--- config.mk ---
export PLATFORM = sky130hd
export DESIGN_NAME = delta_list_callout_timer_top
export DESIGN_NICKNAME = d
export VERILOG_FILES = /design/src/dlct_pkg.sv /design/src/dlct_cell.sv /design/src/dlct_ctrl.sv /design/src/delta_list_callout_timer_top.sv
export SDC_FILE = /design/constraint.sdc
export NUM_CORES = 1
export LEC_CHECK = 0
export BUFFER_PORTS_ARGS = -buffer_cell sky130_fd_sc_hd__buf_2
export CORE_MARGIN = 4
export CORE_UTILIZATION = 40
export DETAILED_ROUTE_END_ITERATION = 6
export HOLD_SLACK_MARGIN = 0.1
export PLACE_DENSITY = 0.62
export SYNTH_ARGS = -nofsm -noshare
export SYNTH_HDL_FRONTEND = slang
export SYNTH_SLANG_ARGS = --single-unit
--- constraint.sdc ---
create_clock -name clk -period 48.5 [get_ports clk]
set_input_delay 9.7 -clock clk [delete_from_list [all_inputs] [get_ports clk]]
set_output_delay 9.7 -clock clk [all_outputs]
set_load 0.1 [all_outputs]
--- src/dlct_pkg.sv ---
// shared types and constants for the delta-list callout timer
// no dependencies; imported by dlct_cell, dlct_ctrl and the top level
`default_nettype none

package dlct_pkg;

    localparam int DLCT_DEPTH = 16;
    localparam int DLCT_FIELD_W = 16;
    localparam int DLCT_DELAY_W = 15;

    localparam logic CMD_TICK = 1'b0;
    localparam logic CMD_INSERT = 1'b1;

    typedef enum logic [1:0] {
        KIND_INSERT_OK = 2'd0,
        KIND_INSERT_FULL = 2'd1,
        KIND_TICK_IDLE = 2'd2,
        KIND_FIRED = 2'd3
    } kind_t;

    typedef enum logic [1:0] {
        ST_IDLE,
        ST_PASS,
        ST_ROTATE
    } state_t;

    typedef struct packed {
        logic [DLCT_FIELD_W-1:0] delta;
        logic [DLCT_FIELD_W-1:0] handle;
        logic [DLCT_FIELD_W-1:0] argument;
    } entry_t;

endpackage

`default_nettype wire

--- src/dlct_cell.sv ---
// one table slot of the callout ring: holds an entry, takes its neighbor's on shift
// depends on dlct_pkg
`default_nettype none

module dlct_cell
    import dlct_pkg::*;
(
    input  wire    clk,
    input  wire    shift_en,
    input  entry_t d,
    output entry_t q
);

    entry_t entry_reg;
    entry_t entry_next;

    always_comb
    begin
        entry_next = shift_en ? d : entry_reg;
    end

    always_ff @(posedge clk)
    begin
        entry_reg <= entry_next;
    end

    assign q = entry_reg;

endmodule

`default_nettype wire

--- src/dlct_ctrl.sv ---
// sequencer and head unit: takes each entry off the ring head, edits it, feeds the tail
// depends on dlct_pkg
`default_nettype none

module dlct_ctrl
    import dlct_pkg::*;
#(
    parameter int TABLE_DEPTH = DLCT_DEPTH
)
(
    input  wire                     clk,
    input  wire                     rst_n,
    input  wire                     start,
    input  wire                     cmd,
    input  wire                     deferred,
    input  wire  [DLCT_FIELD_W-1:0] handle,
    input  wire  [DLCT_FIELD_W-1:0] argument,
    input  wire  [DLCT_DELAY_W-1:0] delay,
    input  entry_t                  head,
    output entry_t                  tail,
    output logic                    shift_en,
    output logic                    busy,
    output logic                    done,
    output logic [1:0]              kind,
    output logic [DLCT_FIELD_W-1:0] fired_handle,
    output logic [DLCT_FIELD_W-1:0] fired_argument,
    output logic                    last
);

    localparam int CW = $clog2(TABLE_DEPTH);
    localparam logic [CW-1:0] LAST_CYC = CW'(TABLE_DEPTH - 1);
    localparam logic [CW-1:0] FULL_CNT = CW'(TABLE_DEPTH - 1);

    state_t state_reg, state_next;
    logic [CW-1:0] count_reg, count_next;
    logic [CW-1:0] cyc_reg, cyc_next;
    logic [CW-1:0] fire_cnt_reg, fire_cnt_next;
    logic cmd_reg, cmd_next;
    logic walking_reg, walking_next;
    logic found_reg, found_next;
    logic firing_reg, firing_next;
    logic pend_valid_reg, pend_valid_next;
    entry_t pend_reg, pend_next;
    entry_t carry_reg, carry_next;
    logic [DLCT_FIELD_W-1:0] new_handle_reg, new_handle_next;
    logic [DLCT_FIELD_W-1:0] new_arg_reg, new_arg_next;
    logic signed [DLCT_FIELD_W:0] t_reg, t_next;

    logic done_reg, done_next;
    kind_t kind_reg, kind_next;
    logic [DLCT_FIELD_W-1:0] fh_reg, fh_next;
    logic [DLCT_FIELD_W-1:0] fa_reg, fa_next;
    logic last_reg, last_next;

    logic reject;
    logic last_cyc;
    logic live;
    logic signed [DLCT_FIELD_W:0] dh;
    logic signed [DLCT_FIELD_W:0] dh_dec;
    logic dec;
    logic fire;

    assign reject = ((cmd == CMD_INSERT) && (count_reg == FULL_CNT))
                 || ((cmd == CMD_TICK) && (count_reg == '0));
    assign last_cyc = (cyc_reg == LAST_CYC);
    assign live = (cyc_reg < count_reg);
    assign dh = $signed({head.delta[DLCT_FIELD_W-1], head.delta});
    assign dec = !found_reg && live && (dh > 0);
    assign dh_dec = dec ? (dh - 17'sd1) : dh;
    assign fire = firing_reg && live && (dh_dec <= 0);

    // next state
    always_comb
    begin
        state_next = state_reg;
        unique case (state_reg)
            ST_IDLE:
            begin
                if (start && !reject)
                begin
                    state_next = ST_PASS;
                end
            end
            ST_PASS:
            begin
                if (last_cyc)
                begin
                    state_next = (fire_cnt_reg != '0) ? ST_ROTATE : ST_IDLE;
                end
            end
            ST_ROTATE:
            begin
                if (fire_cnt_reg == CW'(1))
                begin
                    state_next = ST_IDLE;
                end
            end
            default:
            begin
                state_next = ST_IDLE;
            end
        endcase
    end

    // datapath and results
    always_comb
    begin
        count_next = count_reg;
        cyc_next = cyc_reg;
        fire_cnt_next = fire_cnt_reg;
        cmd_next = cmd_reg;
        walking_next = walking_reg;
        found_next = found_reg;
        firing_next = firing_reg;
        pend_valid_next = pend_valid_reg;
        pend_next = pend_reg;
        carry_next = carry_reg;
        new_handle_next = new_handle_reg;
        new_arg_next = new_arg_reg;
        t_next = t_reg;
        done_next = 1'b0;
        kind_next = KIND_TICK_IDLE;
        fh_next = '0;
        fa_next = '0;
        last_next = 1'b0;
        shift_en = 1'b0;
        tail = head;

        unique case (state_reg)
            ST_IDLE:
            begin
                if (start)
                begin
                    if (reject)
                    begin
                        done_next = 1'b1;
                        kind_next = (cmd == CMD_INSERT) ? KIND_INSERT_FULL : KIND_TICK_IDLE;
                        last_next = 1'b1;
                    end
                    else
                    begin
                        cmd_next = cmd;
                        cyc_next = '0;
                        fire_cnt_next = '0;
                        walking_next = 1'b1;
                        found_next = 1'b0;
                        firing_next = !deferred;
                        pend_valid_next = 1'b0;
                        new_handle_next = handle;
                        new_arg_next = argument;
                        t_next = $signed({2'b00, delay});
                    end
                end
            end
            ST_PASS:
            begin
                shift_en = 1'b1;
                cyc_next = cyc_reg + CW'(1);
                if (cmd_reg == CMD_INSERT)
                begin
                    if (walking_reg)
                    begin
                        if (live && (dh <= t_reg))
                        begin
                            t_next = t_reg - dh;
                        end
                        else
                        begin
                            // new entry goes here, the displaced one waits in carry
                            tail = '{delta: t_reg[DLCT_FIELD_W-1:0],
                                     handle: new_handle_reg,
                                     argument: new_arg_reg};
                            carry_next = head;
                            carry_next.delta = 16'(dh - t_reg);
                            walking_next = 1'b0;
                        end
                    end
                    else
                    begin
                        tail = carry_reg;
                        carry_next = head;
                    end
                    if (last_cyc)
                    begin
                        done_next = 1'b1;
                        kind_next = KIND_INSERT_OK;
                        last_next = 1'b1;
                        count_next = count_reg + CW'(1);
                    end
                end
                else
                begin
                    tail.delta = dh_dec[DLCT_FIELD_W-1:0];
                    found_next = found_reg || dec;
                    if (fire)
                    begin
                        fire_cnt_next = fire_cnt_reg + CW'(1);
                        pend_valid_next = 1'b1;
                        pend_next = head;
                    end
                    else
                    begin
                        firing_next = 1'b0;
                        pend_valid_next = 1'b0;
                    end
                    // a fired item waits in pend until it is known whether it is last
                    if (pend_valid_reg)
                    begin
                        done_next = 1'b1;
                        kind_next = KIND_FIRED;
                        fh_next = pend_reg.handle;
                        fa_next = pend_reg.argument;
                        last_next = !fire;
                    end
                    if (last_cyc)
                    begin
                        if (fire_cnt_reg == '0)
                        begin
                            done_next = 1'b1;
                            kind_next = KIND_TICK_IDLE;
                            last_next = 1'b1;
                        end
                        count_next = count_reg - fire_cnt_reg;
                    end
                end
            end
            ST_ROTATE:
            begin
                // fired entries leave the front; rotating by their number compacts the table
                shift_en = 1'b1;
                fire_cnt_next = fire_cnt_reg - CW'(1);
            end
            default:
            begin
            end
        endcase
    end

    always_ff @(posedge clk or negedge rst_n)
    begin
        if (!rst_n)
        begin
            state_reg <= ST_IDLE;
            count_reg <= '0;
            cyc_reg <= '0;
            fire_cnt_reg <= '0;
            walking_reg <= 1'b0;
            found_reg <= 1'b0;
            firing_reg <= 1'b0;
            pend_valid_reg <= 1'b0;
            done_reg <= 1'b0;
            cmd_reg <= CMD_TICK;
        end
        else
        begin
            state_reg <= state_next;
            count_reg <= count_next;
            cyc_reg <= cyc_next;
            fire_cnt_reg <= fire_cnt_next;
            walking_reg <= walking_next;
            found_reg <= found_next;
            firing_reg <= firing_next;
            pend_valid_reg <= pend_valid_next;
            done_reg <= done_next;
            cmd_reg <= cmd_next;
        end
    end

    always_ff @(posedge clk)
    begin
        pend_reg <= pend_next;
        carry_reg <= carry_next;
        new_handle_reg <= new_handle_next;
        new_arg_reg <= new_arg_next;
        t_reg <= t_next;
        kind_reg <= kind_next;
        fh_reg <= fh_next;
        fa_reg <= fa_next;
        last_reg <= last_next;
    end

    assign busy = (state_reg != ST_IDLE);
    assign done = done_reg;
    assign kind = kind_reg;
    assign fired_handle = fh_reg;
    assign fired_argument = fa_reg;
    assign last = last_reg;

    a_count_bound: assert property (@(posedge clk) disable iff (!rst_n)
        count_reg <= FULL_CNT)
        else $error("entry count above table capacity");

    a_rotate_nonzero: assert property (@(posedge clk) disable iff (!rst_n)
        (state_reg == ST_ROTATE) |-> (fire_cnt_reg != '0))
        else $error("compaction with nothing fired");

    a_reject_reply: assert property (@(posedge clk) disable iff (!rst_n)
        (state_reg == ST_IDLE && start && reject) |=> (done && last && !busy))
        else $error("rejected item got no immediate reply");

    a_fired_payload: assert property (@(posedge clk) disable iff (!rst_n)
        (done && (kind_reg != KIND_FIRED)) |-> (fh_reg == '0 && fa_reg == '0))
        else $error("payload set on a non-fire result");

    a_pass_ends: assert property (@(posedge clk) disable iff (!rst_n)
        (state_reg == ST_PASS && last_cyc && fire_cnt_reg == '0) |=> (done && last))
        else $error("pass ended without a final result");

endmodule

`default_nettype wire

--- src/delta_list_callout_timer_top.sv ---
// delta-list callout timer: ring of table cells plus sequencer
// depends on dlct_pkg, dlct_cell, dlct_ctrl
`default_nettype none

// A sorted callout table kept as a ring of TABLE_DEPTH cells, each entry holding its delay
// relative to the entry before it; at most TABLE_DEPTH-1 entries are live. An item is taken
// when start is high and busy is low. An insert into a full table and a tick on an empty
// table answer in the next cycle and leave busy low. Any other item makes one full turn of
// the ring through the single head unit, and then the ring is rotated by the number of
// fired entries to compact the table. Each result shows on the result ports for exactly
// one cycle with done high, and the receiver must take it then; last marks the final
// result of an item.

module delta_list_callout_timer_top
    import dlct_pkg::*;
#(
    parameter int TABLE_DEPTH = DLCT_DEPTH
)
(
    input  wire                     clk,
    input  wire                     rst_n,
    input  wire                     start,
    output logic                    busy,
    input  wire                     cmd,
    input  wire                     deferred,
    input  wire  [DLCT_FIELD_W-1:0] handle,
    input  wire  [DLCT_FIELD_W-1:0] argument,
    input  wire  [DLCT_DELAY_W-1:0] delay,
    output logic                    done,
    output logic [1:0]              kind,
    output logic [DLCT_FIELD_W-1:0] fired_handle,
    output logic [DLCT_FIELD_W-1:0] fired_argument,
    output logic                    last
);

    entry_t ring [TABLE_DEPTH];
    entry_t tail;
    logic shift_en;

    // cell k takes cell k+1; the last cell takes what the head unit returns
    for (genvar k = 0; k < TABLE_DEPTH; k++)
    begin : g_cell
        if (k == TABLE_DEPTH - 1)
        begin : g_end
            dlct_cell u_cell (
                .clk      (clk),
                .shift_en (shift_en),
                .d        (tail),
                .q        (ring[k])
            );
        end
        else
        begin : g_mid
            dlct_cell u_cell (
                .clk      (clk),
                .shift_en (shift_en),
                .d        (ring[k+1]),
                .q        (ring[k])
            );
        end
    end

    dlct_ctrl #(
        .TABLE_DEPTH (TABLE_DEPTH)
    ) u_ctrl (
        .clk            (clk),
        .rst_n          (rst_n),
        .start          (start),
        .cmd            (cmd),
        .deferred       (deferred),
        .handle         (handle),
        .argument       (argument),
        .delay          (delay),
        .head           (ring[0]),
        .tail           (tail),
        .shift_en       (shift_en),
        .busy           (busy),
        .done           (done),
        .kind           (kind),
        .fired_handle   (fired_handle),
        .fired_argument (fired_argument),
        .last           (last)
    );

endmodule

`default_nettype wire
==> reports/metrics.yaml, run 1 <==
status: "completed"
dieArea_mm2: 0.08859
reg2regPathDepth: 11
synthTopCellsByCount: "edfxtp_1, nand2_1, nor2_1"
arrival_ns: 1.89
power_leakage_nw: 13.24
dp_slack_ns: 36.76
fin_nets: 2022
fmax_ghz: 0.08625
fillers: 6896
hold_depth: 0
cts_buffers: 94
cpMaxStageDelayCell: "buf_2"
dp.cells: 2893
yosysWarnings: 0
first_iter_violations: 1380
grt_max_degree: 212
vias: 15914
crit_top_cell: "inv_1"
cap_violations: 0
post-dp-hpwl_mm: 35.11
drt-vias-per-instance: 5.185
cts_resized: 0
ctsLongestPathBuffers: 3
drt_pass1_iterations: 5
finalHoldViolCount: 0
yosys_register_bits: 952
relSlewSlack_pct: 19.82
critPathMaxFanout: 4
die_h_um: 297.6
clk-insertion-delay-late_ns: 0.65
fin_ws_ns: 36.91
crit_family: "buffers and inverters"
synth-edff-count: 897
synth_fp_nets: 1886
grt.total_usage_pct: 13.28
wirelength_mm: 59.93
fin_crit_ns: 11.59
tightest_slew_ns: 1.200
largest_register_ffs: 720
cpPeakStageDelay_ns: 0.44
crit_buf_inv: 3
cts_tree: "built"
die_w_um: 297.6
yosysSeqAreaShare_pct: 83.85
cts_hold_buffers: 0
syn_avg_cell_area_um2: 18.82
ctsRootBufferMaster: "clkbuf_16"
ys.flop_type: "edfxtp_1"
p_total_w: 0.003148
ir_worst_vdd_mv: 0.08733
r2r_setup_slack_ns: 43.96
synth_cell_types: 74
critical_path_required_ns: 38.80
setup_viol: 0
synth_area_leaders: "edfxtp_1, dfxtp_1, ha_1, mux2i_1, dfrtp_1"
avgRoutedWirePerCell_um: 19.53
synthArstFlopShare_pct: 2.101
grt-ovfl-total: 0
core-area_mm2: 0.08264
clkTransAtPathRegs_ns: 0.06
startpoint_type: "flip-flop"
grt_pass1_wl_mm: 92.58
synth_most_common_cell: "edfxtp_1"
clock_skew_ns: 0.03176
hold_path_end: "g_cell[1].g_mid.u_cell.q[34]"
cts.sinks: 952
crit_path_end_kind: "output pin"
hp-start: "g_cell[2].g_mid.u_cell.q[34]"
rsz0062_at_grt: "no"
r2r_start: "g_cell[0].g_mid.u_cell.q[33]"
tns_ns: 0
antenna_found_initial: 1
stdcell_count: 3069
r2r-end: "u_ctrl.carry_reg[40]"
num_rows: 105
hp-class: "flip-flop to flip-flop"
grt_pass1_vias: 16043
drc: 0
final_max_slew_viol_count: 0
netlist_instances: 1783
area_growth_pct: 14.60
synth_top_area_share_pct: 80.27
start_util_pct: 40.61
final_antenna_net_count: 0
gp_congestion: 0.8187
ios: 89
post_cts_buffers: 0
syn-cell-area_mm2: 0.03356
worstSetupPathType: "flip-flop to output pin"
drive_above_1_share_pct: 14.31
cts_max_level: 3
port-buffer-count: 88
p_per_area_mw_per_mm2: 81.87
synth_top_area_cell: "edfxtp_1"
timing.final.crit_share_pct: 23.90
path_cells: "inv_1 > ha_4 > inv_1 > buf_2"
layout make-up:
class,count,area [um2],share of cell area (%)
sequential,952,28140,73.18
multi-input combinational,706,4985,12.96
clock buffer,111,2416,6.283
tap,1070,1339,3.481
clock inverter,64,754.5,1.962
timing repair buffer,108,603.1,1.568
inverter,57,214.0,0.5564
antenna,1,2.502,0.006507
per-layer routing:
| metal | wire length (um) | part of all wire [%] | GRT usage (%) |
|---|---|---|---|
| met5 | 0 | 0 | 0 |
| met4 | 1713 | 2.9 | 4.997 |
| met3 | 3454 | 5.8 | 2.598 |
| met2 | 26530 | 44 | 19.75 |
| met1 | 28230 | 47 | 19.48 |
how the worst max path moves through the flow:
| stage | cells after the start | end | slack, ns | startpoint |
|---|---|---|---|---|
| after global routing | 4 | busy | 36.82 | u_ctrl.state_reg[0] |
| after detailed placement | 7 | u_ctrl.t_reg[16] | 36.76 | cmd |
| after CTS | 4 | busy | 36.88 | u_ctrl.state_reg[0] |
| final | 4 | busy | 36.91 | u_ctrl.state_reg[0] |
| after global placement | 7 | u_ctrl.t_reg[16] | 36.85 | cmd |
| after floorplan | 7 | u_ctrl.fire_cnt_reg[2] | 29.50 | u_ctrl.state_reg[0] |
stage by stage:
stage | hold slack [ns] | instance area (um2) | util [%]
6_report | 0.3934 | 38450 | 46.53
5_1_grt | 0.3965 | 38450 | 46.53
4_1_cts | 0.3909 | 38450 | 46.53
3_5_place_dp | 0.4045 | 35280 | 42.70
3_3_place_gp | 0.4006 | 35280 | 42.70
2_1_floorplan | 0.4003 | 33560 | -
where the power goes:
group	internal, W	switching [W]
Combinational	0.000200	0.000510
Sequential	0.00155	0.000160
Clock	0.000421	0.000307
Total	0.00217	0.000978
cell usage in the layout, fill, tap and decap left out, drive strengths merged, types with 40 or more instances in the layout:
| master | n |
|---|---|
| inv | 59 |
| nand3 | 49 |
| ha | 48 |
| mux2i | 53 |
| nand2 | 92 |
| clkinv | 45 |
| edfxtp | 897 |
| a21oi | 46 |
| clkbuf | 111 |
| o21ai | 58 |
| and3 | 40 |
| nor2 | 63 |
| buf | 108 |
cells by family after synthesis:
group,Yosys count,synth area share [%]
flops,952,83.85
buf+inv,125,1.488
mux,61,1.849
compound gates,247,5.254
xor+xnor,28,0.7308
fa+ha+maj,51,1.969
simple gates,319,4.859
No activity file was read; power rests on OpenSTA's default activity.
==> inputs of run 2 (changes only) <==
--- a/config.mk
+++ b/config.mk
@@ -10,7 +10,7 @@
 export CORE_UTILIZATION = 40
 export DETAILED_ROUTE_END_ITERATION = 6
 export HOLD_SLACK_MARGIN = 0.1
-export PLACE_DENSITY = 0.62
+export PLACE_DENSITY = 0.64
 export SYNTH_ARGS = -nofsm -noshare
 export SYNTH_HDL_FRONTEND = slang
 export SYNTH_SLANG_ARGS = --single-unit
==> constraint.sdc (replaced) <==
create_clock -name clk -period 9.4 [get_ports clk]
set_input_delay 1.88 -clock clk [delete_from_list [all_inputs] [get_ports clk]]
set_output_delay 1.88 -clock clk [all_outputs]
set_load 0.1 [all_outputs]
==> run 2 against run 1 <==
Net effect: non-clock buffer count up 1; global-route usage about the same; clock power grew to 5.0 times the previous value; sequential power increased to 5.2 times the previous value; core utilization fell by 0.16 points; clock skew down 0.0053 ns; critical path depth grew 8.
==> reports/metrics.yaml, run 2 (same netlist as run 1, synthesis figures left out) <==
grt_pass1_vias: 15549  # -3.1%
finalHoldViolCount: 0  # unchanged
cts_max_level: 3  # unchanged
wirelength_mm: 60.35  # +0.69%
status: "completed"
avgRoutedWirePerCell_um: 19.68  # +0.76%
clkTransAtPathRegs_ns: 0.07  # about the same
critical_path_required_ns: 9.70  # -29.10 ns
rsz0062_at_grt: "no"
cap_violations: 0  # unchanged
cts.sinks: 952  # unchanged
core-area_mm2: 0.08264  # unchanged
ios: 89  # unchanged
first_iter_violations: 1456  # +5.5%
die_w_um: 297.6  # unchanged
area_growth_pct: 14.20
drc: 0  # unchanged
reg2regPathDepth: 12  # +1
cts_resized: 0  # unchanged
fin_crit_ns: 4.390
tightest_slew_ns: 1.227  # +0.02690 ns
p_per_area_mw_per_mm2: 421.7  # +420%
drt_pass1_iterations: 7  # +2
crit_family: "buffers and inverters"
cpMaxStageDelayCell: "buf_4"
antenna_found_initial: 5  # +4
grt_max_degree: 90  # -58%
crit_top_cell: "buf_4"
crit_path_end_kind: "flip-flop"
gp_congestion: 0.8711  # +6.4%
cpPeakStageDelay_ns: 0.73  # +0.29 ns
tns_ns: 0  # unchanged
seqCellArea_mm2: 0.02814  # unchanged
port-buffer-count: 88  # unchanged
startpoint_type: "flip-flop"
post-dp-hpwl_mm: 35.11  # about the same
grt.total_usage_pct: 13.27  # about the same
ctsLongestPathBuffers: 3  # unchanged
grt-ovfl-total: 0  # unchanged
critPathMaxFanout: 44  # +40
relSlewSlack_pct: 18.02  # -1.8 points
start_util_pct: 40.61  # unchanged
power_leakage_nw: 13.18  # -0.47%
post_cts_buffers: 0  # unchanged
layout_commonest_cell: "edfxtp_1"
final_max_slew_viol_count: 0  # unchanged
vias: 15845  # -0.43%
fin_nets: 2022  # unchanged
cts_hold_buffers: 0  # unchanged
placed_area_mm2: 0.03528  # about the same
multiInputGateArea_mm2: 0.004985  # unchanged
dieArea_mm2: 0.08859  # unchanged
die_h_um: 297.6  # unchanged
path_depth: 12  # +8
setup_viol: 0  # unchanged
cts_tree: "built"
num_rows: 105  # unchanged
crit_buf_inv: 3  # unchanged
timing.final.crit_share_pct: 46.70
drive_above_1_share_pct: 13.83  # -0.48 points
postLayoutCellArea_mm2: 0.03832  # -0.35%
hold_depth: 0  # unchanged
fillers: 6775  # -1.8%
mostFrequentLayoutCells: "edfxtp_1, clkbuf_16, nand2_1"
worstSetupPathType: "flip-flop to flip-flop"
ctsRootBufferMaster: "clkbuf_16"
cts_buffers: 93  # -1.1%
drt-vias-per-instance: 5.166  # -0.37%
fmax_ghz: 0.2278
clk-insertion-delay-late_ns: 0.64  # about the same
arrival_ns: 4.69  # +2.80 ns
grt_pass1_wl_mm: 92.51  # about the same
hp-class: "flip-flop to flip-flop"
path_cells: "inv_1 > ha_1 > and3_1 > nand3_1 > a21oi_1 > o21a_1 > o211ai_1 > a21oi_4 > buf_4 > a31oi_1 > nor2_1 > buf_4"
ir_worst_vdd_mv: 0.2722  # +210%
clock_skew_ns: 0.02644  # -0.005320 ns
final_antenna_net_count: 0  # unchanged
largest_register_ffs: 720  # unchanged
run 2: cell count changes in the layout (fill, tap and decap cells not counted), moves of 2 or more:
| cell | change |
|---|---|
| clkbuf_1 | +7 |
| clkinv_2 | -7 |
| clkinv_16 | -4 |
| buf_4 | +2 |
run 2: cell type report:
class / count / area share, %
inverters: 57 / 0.5583
multi-input cells: 706 / 13.01
clock buffers: 118 / 6.374
repair buffers: 109 / 1.561
flip-flops and latches: 952 / 73.44
clock inverters: 53 / 1.554
well taps: 1070 / 3.494
diodes: 2 / 0.01306
run 2: metrics by stage:
stage,cells,util [%],hold slack [ns],worst slack (ns),power (W)
2_1_floorplan,1783,-,0.4003,2.188,0.01164
3_3_place_gp,2894,42.69,0.4007,4.606,0.01241
3_5_place_dp,2894,42.69,0.4045,4.501,0.01258
4_1_cts,3065,46.37,0.3972,5.066,0.01634
5_1_grt,3065,46.37,0.4004,4.784,0.01703
6_report,3067,46.37,0.4062,5.010,0.01616
run 2: routing by layer:
metal	vias up	track usage, %	share of wire [%]	wire [um]
met5	-	0	0	0
met4	0	3.566	2.0	1223
met3	98	2.664	5.6	3384
met2	455	19.53	44	26520
met1	8081	20.22	48	29220
li1	7211	-	-	-
run 2: power by group:
group	leakage, nW	internal (W)	switching, W
combinational	2.75	0.00103	0.00265
clock	1.46	0.00213	0.00154
sequential	8.97	0.00799	0.000819
run 2: final timing paths:
check                                                   start                            end  slack (ns)
max in group asynchronous                               rst_n             u_ctrl.walking_reg        7.80
min in group asynchronous                               rst_n          u_ctrl.pend_valid_reg        1.21
worst max-delay path             g_cell[0].g_mid.u_cell.q[43]                u_ctrl.t_reg[6]        5.01
worst min register to register  g_cell[14].g_mid.u_cell.q[16]  g_cell[13].g_mid.u_cell.q[16]        0.41
worst max register to register   g_cell[0].g_mid.u_cell.q[43]                u_ctrl.t_reg[6]        5.01
worst min-delay path            g_cell[14].g_mid.u_cell.q[16]  g_cell[13].g_mid.u_cell.q[16]        0.41
